==> config.mk <==
export PLATFORM = sky130hd
export DESIGN_NAME = rsa_modular_exponentiation
export DESIGN_NICKNAME = d
export VERILOG_FILES = /design/src/design/rme_pkg.sv /design/src/design/rme_datapath.sv /design/src/design/rme_controller.sv /design/src/design/rsa_modular_exponentiation.sv
export SDC_FILE = /design/constraint.sdc
export NUM_CORES = 1
export LEC_CHECK = 0
export BUFFER_PORTS_ARGS = -buffer_cell sky130_fd_sc_hd__buf_4
export CORE_MARGIN = 3
export CORE_UTILIZATION = 57
export DETAILED_ROUTE_END_ITERATION = 6
export PLACE_DENSITY_LB_ADDON = 0.1
export SLEW_MARGIN = 5
export SYNTH_ARGS = -nofsm -noshare
export SYNTH_HDL_FRONTEND = slang
export SYNTH_HIERARCHICAL = 1
export SYNTH_SLANG_ARGS = --single-unit
==> constraint.sdc <==
create_clock -name clock -period 5.1 [get_ports clock]
set_input_delay 0.765 -clock clock [delete_from_list [all_inputs] [get_ports clock]]
set_output_delay 0.765 -clock clock [all_outputs]
set_load 0.1 [all_outputs]
==> src/design/rme_pkg.sv <==
// ============================================================================
// rme_pkg
// Shared constants and controller/datapath interface types for the modular
// exponentiation block.
// ============================================================================
package rme_pkg;

   localparam int WORD_BITS_DEFAULT = 31;

   // Configuration register indexes.
   localparam int CSR_INDEX_BITS = 2;
   localparam logic [CSR_INDEX_BITS-1:0] CSR_MODULUS  = 2'd0;
   localparam logic [CSR_INDEX_BITS-1:0] CSR_EXPONENT = 2'd1;

   // Commands from the controller to the datapath.
   typedef struct packed {
      logic load_msg;     // capture message and exponent
      logic reduce_step;  // one remainder bit of message mod modulus
      logic reduce_last;  // last remainder bit: set base and accumulator
      logic mul_step;     // one interleaved modular multiply bit
      logic mul_last;     // last multiply bit: write product to accumulator
      logic next_base;    // with mul_last: next multiplier operand is the base
      logic exp_shift;    // move to the next exponent bit
      logic out_load;     // load the result register
   } cmd_type;

   // Status from the datapath to the controller.
   typedef struct packed {
      logic exp_msb;      // current exponent bit
   } status_type;

endpackage

==> src/design/rme_datapath.sv <==
// ============================================================================
// rme_datapath
// Configuration registers, remainder and interleaved modular multiply
// datapath, and the result register.
// ============================================================================
module rme_datapath
   import rme_pkg::*;
#(
   parameter int WORD_BITS = WORD_BITS_DEFAULT
) (
   input  logic                      clock,
   input  logic                      reset,
   input  logic                      csr_valid,
   input  logic [CSR_INDEX_BITS-1:0] csr_index,
   input  logic [WORD_BITS-1:0]      csr_data,
   input  logic [WORD_BITS-1:0]      req_message,
   input  cmd_type                   cmd,
   output status_type                status,
   output logic [WORD_BITS-1:0]      rsp_power_result
);

   localparam int SUM_BITS = WORD_BITS + 2;

   logic [WORD_BITS-1:0] modulus_ff;
   logic [WORD_BITS-1:0] exponent_ff;
   logic [WORD_BITS-1:0] exp_sh_ff;
   logic [WORD_BITS-1:0] base_ff;
   logic [WORD_BITS-1:0] acc_ff;
   logic [WORD_BITS-1:0] prod_ff;
   logic [WORD_BITS-1:0] oper_ff;
   logic [WORD_BITS-1:0] out_ff;

   logic [WORD_BITS:0]   rem_raw;
   logic [WORD_BITS-1:0] rem_in;
   logic [SUM_BITS-1:0]  mod1;
   logic [SUM_BITS-1:0]  mod2;
   logic [SUM_BITS-1:0]  sum;
   logic [SUM_BITS-1:0]  sum_red;
   logic [WORD_BITS-1:0] mul_in;
   logic [WORD_BITS-1:0] acc_init;

   // Remainder step: shift in the next message bit and subtract once.
   always_comb begin
      rem_raw = {prod_ff, oper_ff[WORD_BITS-1]};
      if (rem_raw >= {1'b0, modulus_ff}) begin
         rem_in = WORD_BITS'(rem_raw - {1'b0, modulus_ff});
      end else begin
         rem_in = rem_raw[WORD_BITS-1:0];
      end
   end

   // Multiply step: 2*prod + bit*acc is below three times the modulus, so
   // subtracting zero, one or two moduli brings it back into range.
   always_comb begin
      mod1 = {2'b00, modulus_ff};
      mod2 = {1'b0, modulus_ff, 1'b0};
      sum  = {1'b0, prod_ff, 1'b0}
             + (oper_ff[WORD_BITS-1] ? {2'b00, acc_ff} : '0);
      if (sum >= mod2) begin
         sum_red = sum - mod2;
      end else if (sum >= mod1) begin
         sum_red = sum - mod1;
      end else begin
         sum_red = sum;
      end
      mul_in = sum_red[WORD_BITS-1:0];
   end

   // One modulo the modulus: zero for a modulus of one.
   assign acc_init = (modulus_ff == WORD_BITS'(1)) ? '0 : WORD_BITS'(1);

   always_ff @(posedge clock) begin
      if (reset) begin
         modulus_ff  <= WORD_BITS'(2);
         exponent_ff <= WORD_BITS'(1);
      end else if (csr_valid) begin
         if (csr_index == CSR_MODULUS) begin
            modulus_ff <= csr_data;
         end
         if (csr_index == CSR_EXPONENT) begin
            exponent_ff <= csr_data;
         end
      end
   end

   always_ff @(posedge clock) begin
      if (cmd.load_msg) begin
         oper_ff   <= req_message;
         prod_ff   <= '0;
         exp_sh_ff <= exponent_ff;
      end
      if (cmd.reduce_step) begin
         if (cmd.reduce_last) begin
            base_ff <= rem_in;
            acc_ff  <= acc_init;
            oper_ff <= acc_init;
            prod_ff <= '0;
         end else begin
            prod_ff <= rem_in;
            oper_ff <= {oper_ff[WORD_BITS-2:0], 1'b0};
         end
      end
      if (cmd.mul_step) begin
         if (cmd.mul_last) begin
            acc_ff  <= mul_in;
            prod_ff <= '0;
            oper_ff <= cmd.next_base ? base_ff : mul_in;
         end else begin
            prod_ff <= mul_in;
            oper_ff <= {oper_ff[WORD_BITS-2:0], 1'b0};
         end
      end
      if (cmd.exp_shift) begin
         exp_sh_ff <= {exp_sh_ff[WORD_BITS-2:0], 1'b0};
      end
      if (cmd.out_load) begin
         out_ff <= (modulus_ff == '0) ? '0 : acc_ff;
      end
   end

   assign status.exp_msb   = exp_sh_ff[WORD_BITS-1];
   assign rsp_power_result = out_ff;

endmodule

==> src/design/rme_controller.sv <==
// ============================================================================
// rme_controller
// Sequencer for message reduction and square-and-multiply over the
// exponent bits, plus the request and response handshakes.
// ============================================================================
module rme_controller
   import rme_pkg::*;
#(
   parameter int WORD_BITS = WORD_BITS_DEFAULT
) (
   input  logic       clock,
   input  logic       reset,
   input  logic       req_valid,
   output logic       req_ready,
   output logic       rsp_valid,
   input  logic       rsp_ready,
   input  status_type status,
   output cmd_type    cmd
);

   localparam int CNT_BITS = $clog2(WORD_BITS);
   localparam logic [CNT_BITS-1:0] LAST = CNT_BITS'(WORD_BITS - 1);

   typedef enum logic [2:0] {
      IDLE,
      REDUCE,
      SQUARE,
      MULT,
      DONE
   } state_type;

   state_type           state_ff;
   state_type           state_in;
   logic [CNT_BITS-1:0] cnt_ff;
   logic [CNT_BITS-1:0] cnt_in;
   logic [CNT_BITS-1:0] bit_cnt_ff;
   logic [CNT_BITS-1:0] bit_cnt_in;
   logic                rsp_valid_ff;
   logic                rsp_valid_in;
   logic                step_last;
   logic                bit_last;

   assign step_last = (cnt_ff == LAST);
   assign bit_last  = (bit_cnt_ff == LAST);

   always_comb begin
      state_in     = state_ff;
      cnt_in       = cnt_ff;
      bit_cnt_in   = bit_cnt_ff;
      rsp_valid_in = rsp_valid_ff && !rsp_ready;
      cmd          = '0;
      unique case (state_ff)
         IDLE: begin
            if (req_valid) begin
               cmd.load_msg = 1'b1;
               cnt_in       = '0;
               bit_cnt_in   = '0;
               state_in     = REDUCE;
            end
         end
         REDUCE: begin
            cmd.reduce_step = 1'b1;
            cmd.reduce_last = step_last;
            cnt_in          = step_last ? '0 : cnt_ff + 1'b1;
            if (step_last) begin
               state_in = SQUARE;
            end
         end
         SQUARE: begin
            cmd.mul_step = 1'b1;
            cmd.mul_last = step_last;
            cnt_in       = step_last ? '0 : cnt_ff + 1'b1;
            if (step_last) begin
               if (status.exp_msb) begin
                  cmd.next_base = 1'b1;
                  state_in      = MULT;
               end else begin
                  cmd.exp_shift = 1'b1;
                  bit_cnt_in    = bit_cnt_ff + 1'b1;
                  state_in      = bit_last ? DONE : SQUARE;
               end
            end
         end
         MULT: begin
            cmd.mul_step = 1'b1;
            cmd.mul_last = step_last;
            cnt_in       = step_last ? '0 : cnt_ff + 1'b1;
            if (step_last) begin
               cmd.exp_shift = 1'b1;
               bit_cnt_in    = bit_cnt_ff + 1'b1;
               state_in      = bit_last ? DONE : SQUARE;
            end
         end
         DONE: begin
            // Wait until the result register is free.
            if (!rsp_valid_ff || rsp_ready) begin
               cmd.out_load = 1'b1;
               rsp_valid_in = 1'b1;
               state_in     = IDLE;
            end
         end
         default: begin
            state_in = IDLE;
         end
      endcase
   end

   always_ff @(posedge clock) begin
      if (reset) begin
         state_ff     <= IDLE;
         cnt_ff       <= '0;
         bit_cnt_ff   <= '0;
         rsp_valid_ff <= 1'b0;
      end else begin
         state_ff     <= state_in;
         cnt_ff       <= cnt_in;
         bit_cnt_ff   <= bit_cnt_in;
         rsp_valid_ff <= rsp_valid_in;
      end
   end

   assign req_ready = (state_ff == IDLE);
   assign rsp_valid = rsp_valid_ff;

endmodule

==> src/design/rsa_modular_exponentiation.sv <==
// The block takes a new request only while idle, so one message is in work at a
// time; the bit-serial modular multiply (one product bit per cycle) and the
// bit-serial message remainder set its pace.
// A finished result waits in the output register while the next item runs.
// Reset: synchronous; modulus 2, exponent 1, idle, no response pending.
// ============================================================================
// rsa_modular_exponentiation
// Raises each message word to the configured exponent modulo the configured
// modulus by left-to-right square-and-multiply.
// ============================================================================
module rsa_modular_exponentiation
   import rme_pkg::*;
#(
   parameter int WORD_BITS = WORD_BITS_DEFAULT
) (
   input  logic                      clock,
   input  logic                      reset,
   input  logic                      req_valid,
   output logic                      req_ready,
   input  logic [WORD_BITS-1:0]      req_message,
   output logic                      rsp_valid,
   input  logic                      rsp_ready,
   output logic [WORD_BITS-1:0]      rsp_power_result,
   input  logic                      csr_valid,
   output logic                      csr_ready,
   input  logic [CSR_INDEX_BITS-1:0] csr_index,
   input  logic [WORD_BITS-1:0]      csr_data
);

   cmd_type    cmd;
   status_type status;

   assign csr_ready = 1'b1;

   rme_controller #(
      .WORD_BITS (WORD_BITS)
   ) u_controller (
      .clock     (clock),
      .reset     (reset),
      .req_valid (req_valid),
      .req_ready (req_ready),
      .rsp_valid (rsp_valid),
      .rsp_ready (rsp_ready),
      .status    (status),
      .cmd       (cmd)
   );

   rme_datapath #(
      .WORD_BITS (WORD_BITS)
   ) u_datapath (
      .clock            (clock),
      .reset            (reset),
      .csr_valid        (csr_valid),
      .csr_index        (csr_index),
      .csr_data         (csr_data),
      .req_message      (req_message),
      .cmd              (cmd),
      .status           (status),
      .rsp_power_result (rsp_power_result)
   );

`ifndef SYNTHESIS
   // A request transfer always starts a computation, so the block is busy next.
   assert property (@(posedge clock) disable iff (reset)
      (req_valid && req_ready) |=> !req_ready)
      else $error("request accepted while a computation was starting");

   // The result register is never overwritten while a response is pending.
   assert property (@(posedge clock) disable iff (reset)
      cmd.out_load |-> (!rsp_valid || rsp_ready))
      else $error("result overwritten before its transfer");

   // The message is captured only on a request transfer.
   assert property (@(posedge clock) disable iff (reset)
      cmd.load_msg |-> (req_valid && req_ready))
      else $error("message captured without a request transfer");
`endif

endmodule

==> results list <==
* Signal arrival time at the worst endpoint: just under 6 ns
* Net count of the finished layout: 2637
- For this run, the register share of the synthesized area comes to 0.372.
- Hold violation total from the final report: 0
- The number of nets handed over by synthesis was 2268.
* Placed Cells: 2746
- Least-Margin Pin Slew: around 1.2 ns
* Starting density of the core: 0.588
- Setup TNS: -19.75 ns
* Commonest cells post-synth: nand2_1, a21oi_1, edfxtp_1, o21ai_0, ha_1
- In the synthesized netlist the async set-or-reset flop fraction comes to 0.
- Die H: approximately 190 µm
- In the routed layout, each cell is associated on average with a via count of 6.47.
* Outcome: finished with violations
- In this run, the number of DRC markers left after iteration 0 of detailed routing was 2268.
- Endpoint of the worst hold-timing path: u_datapath/exponent_ff[0]
* Worst reg-to-reg setup slack: -0.37 ns
* Unrepaired setup endpoints after global routing: true
* Deepest clock path buffer count: 3
- Depth of the CTS H-tree: 1
- Failing checks: negative setup slack
- Most frequently used flop master after synthesis: edfxtp_1
* Required time of the critical path: 5.41 ns
- Routability cong.: 0.997
- Hold Startpoint: csr_data[0]
* Final number of max-transition violations: 0
- Cell depth of the worst flop-to-flop path: 23
* Final global-route overflow total: 0
- Max capacitance violation total: 0
* Worst Hold Depth: 3
- Synthesis instantiated 100 different standard cells from the library.
- Cell types occupying the most area after synthesis: edfxtp_1, dfxtp_1, ha_1, nand2_1, a21oi_1
- By startpoint and endpoint, the worst setup path is classified as reg -> reg.
* Clock root buffer: clkbuf_16
- Min setup slack post-route: -0.368 ns
- Power density over the cells: about 450 nW/µm²
* Critical path peak fanout: 24
- Across all layers, the routed design uses 18469 vias.
- Excluding fillers, the count of instances in the completed layout stands at around 2900.
- Length of routed wiring on met1: between 20000 and 30000 µm
- Average wire per standard cell: 23.0 µm
- Max-slew headroom: 0.228
- The count of nets left with antenna violations once routing finished came out at 0.
* Number of global-route vias before repair: 16930
- Remaining design rule violation count: 0
- Port Buffer Count: about 100
* Final setup violating endpoints: 93
- Launch point of the worst reg-to-reg path: u_datapath/oper_ff[30]
- Multiplexer area fraction after synthesis: 0.0413
* Synthesized flop and latch total: 262
* Die area: 34200 µm²
- Each instance of the synthesized netlist takes up on average 8.83 µm².
- Of the total synthesized cell area, the portion taken by AND, OR, NAND and NOR gates is 0.179.
* Post-Synth XOR/XNOR Area: 0.0499
- From synthesis to final layout, the design area changed by 32.8%.
- Met3 Wirelength: 8480 µm
- Critical register-to-register path endpoint: u_datapath/prod_ff[29]
- The most common cell in the synthesized netlist is nand2_1.
* Met2 WL: between 20000 and 30000 µm
- DRT Wirelength: 65500 µm
- In this run the worst hold path is classified as in -> reg.
* ANT cells: 0
- First-pass iteration count of the detailed router: 7
- Half-perimeter wire length after placement: between 40000 and 50000 µm
- Uppermost signal routing layer after detailed routing: met4
* Wire length of the first global-routing pass: 95300 µm
- TritonCTS created 27 clock buffers.
- Mapped Cells: between 2000 and 2500
- Across every metal layer, demand over resource in global routing totals 0.361.
* I/O pin count: 103
- Across the routed clock network, the largest skew measured is 0.0186 ns.
- The synthesized design contains around 150 enable-type register cells.
- Final hold analysis gives a worst-case slack of 0.445 ns.
* Number of clock sinks: 262
- Synth warn: 6
* Netlist area before placement: 18300 µm²
- Fmax: roughly 180 MHz
- After synthesis, the largest family of logic cells by area is compound AO/OA/AOI/OAI gates.
* Static Leakage: 9.79 nW
- In the final layout, the share of cells above drive strength 1 is 0.304.
- Fillers: 2092
- Clock-pin slew was measured on the worst setup and hold paths at ~0.070 ns.
* Crit. End Element: register
* Final worst path period need: 5.47 ns
* Share of synthesized cell area in full adder, half adder and majority cells: 0.0914
* Post-synth top area share: 0.253
- Measured along the x axis, the die boundary spans 185 µm.
- The post-synthesis compound-gate area fraction is 0.230.
- Entering global routing, the biggest net connects 75 pins.
- Dividing the final minimum period by the clock period gives 1.07.
- Clock latency at the later pin of the worst-skew pair: between 0.5 and 0.6 ns
- Number of antenna violations at the first check in global routing: 1
- CTS tree: done
- STA classifies the critical path startpoint as a register.
* Max IR drop VDD: ~0.34 mV
* Floorplan row count: 64
* Yosys top cell by area: edfxtp_1
* Core Region: a little over 30000 µm²
worst max-delay path: stages, from the launching register on:
cell	delay, ns
edfxtp_1	0.47
buf_6	0.17
buf_4	0.19
and2_1	0.16
ha_1	0.37
nand2_1	0.10
a21o_1	0.20
buf_4	0.14
o211a_1	0.26
buf_4	0.15
o21ai_2	0.18
o21ai_0	0.14
xnor2_1	0.35
ha_1	0.33
and3_1	0.21
a31oi_1	0.19
o21ai_1	0.11
buf_4	0.15
a31oi_4	0.27
o21ai_4	0.20
buf_12	0.21
mux2_4	0.33
nand2b_4	0.15
a22o_1	0.18
registers in the layout, summed over array words and instances, names as in the netlist, 3 cells and up:
register                     count
u_datapath/exp_sh_ff            31
u_controller/cnt_ff              5
u_datapath/exponent_ff          31
u_datapath/base_ff              31
u_datapath/oper_ff              31
u_controller/state_ff            3
u_datapath/prod_ff              31
u_datapath/rsp_power_result     31
u_datapath/modulus_ff           31
u_datapath/acc_ff               31
u_controller/bit_cnt_ff          5
worst max-delay path by stage:
stage               slack (ns)  cells past startpoint                      to              startpoint
floorplan                0.001                     19  u_datapath/oper_ff[17]  u_datapath/oper_ff[30]
global placement         -0.32                     22   u_datapath/oper_ff[9]  u_datapath/oper_ff[30]
detailed placement       -0.46                     21   u_datapath/prod_ff[5]  u_datapath/oper_ff[30]
CTS                      -0.14                     19  u_datapath/oper_ff[27]  u_datapath/oper_ff[30]
global route             -0.47                     21  u_datapath/oper_ff[27]  u_datapath/oper_ff[30]
finish                   -0.37                     23  u_datapath/prod_ff[29]  u_datapath/oper_ff[30]
stage by stage:
step           area (µm²)  total power [mW]  utilization  setup slack [ns]
2_1_floorplan       18300              5.46            -           0.00117
3_3_place_gp        21300              7.26        0.685            -0.322
3_5_place_dp        21300              7.35        0.685            -0.455
4_1_cts             23200              9.91        0.745            -0.136
5_1_grt             24300              11.3        0.781            -0.475
6_report            24300              10.9        0.781            -0.368
power by group:
part / internal [mW] / switching, mW
clock: 1.06 / 0.833
sequential: 2.44 / 0.118
combinational: 3.00 / 3.41
total: 6.50 / 4.36
layer usage:
| layer | global-route usage | vias to the layer above |
|---|---|---|
| li1 | - | 8393 |
| met1 | 0.508 | 8771 |
| met2 | 0.547 | 1144 |
| met3 | 0.104 | 161 |
| met4 | 0.101 | 0 |
| met5 | 0 | - |
kinds of logic after synthesis:
logic type | after synthesis
flops | 262
buf+inv | 168
xor+xnor | 104
compound gates | 643
other cells | 1
simple gates | 690
mux | 69
fa+ha+maj | 131
layout by cell type, fill, tap and decap left out, types with 17 or more instances in the layout:
| cell type | Yosys | layout |
|---|---|---|
| nor2_1 | 91 | 82 |
| clkbuf_16 | 0 | 29 |
| xnor2_1 | 69 | 55 |
| ha_1 | 127 | 115 |
| nor3_1 | 38 | 30 |
| mux2_4 | 2 | 19 |
| o21ai_1 | 12 | 47 |
| buf_6 | 2 | 34 |
| xor2_1 | 35 | 33 |
| a21oi_1 | 199 | 165 |
| o21ai_0 | 146 | 89 |
| and2_1 | 36 | 31 |
| o21ai_2 | 5 | 26 |
| o21a_1 | 18 | 17 |
| nor2b_1 | 45 | 45 |
| mux2_2 | 43 | 26 |
| dfxtp_1 | 108 | 108 |
| buf_4 | 3 | 379 |
| a21o_1 | 45 | 45 |
| a21oi_2 | 1 | 26 |
| a222oi_1 | 24 | 24 |
| o21bai_1 | 20 | 19 |
| edfxtp_1 | 154 | 154 |
| inv_1 | 75 | 75 |
| nand3_1 | 44 | 33 |
| nand2_1 | 325 | 309 |
layout make-up:
cell class                      count  area [µm²]  area share
Multi-Input combinational cell   1640       12300       0.506
Sequential cell                   262        6790       0.280
Timing Repair Buffer              430        3570       0.147
Clock buffer                       42         783      0.0323
Tap cell                          396         495      0.0204
Inverter                           76         285      0.0118
Clock inverter                      8        56.3     0.00232
what timing repair did:
item                                    CTS  global route
gates resized for setup                 161           216
cloned                                    5             2
endpoints found under the setup margin   93            93
pin swaps                                56            58
setup buffers                            25            37
hold buffers                              0             0
No activity file was read; power rests on OpenSTA's default activity.
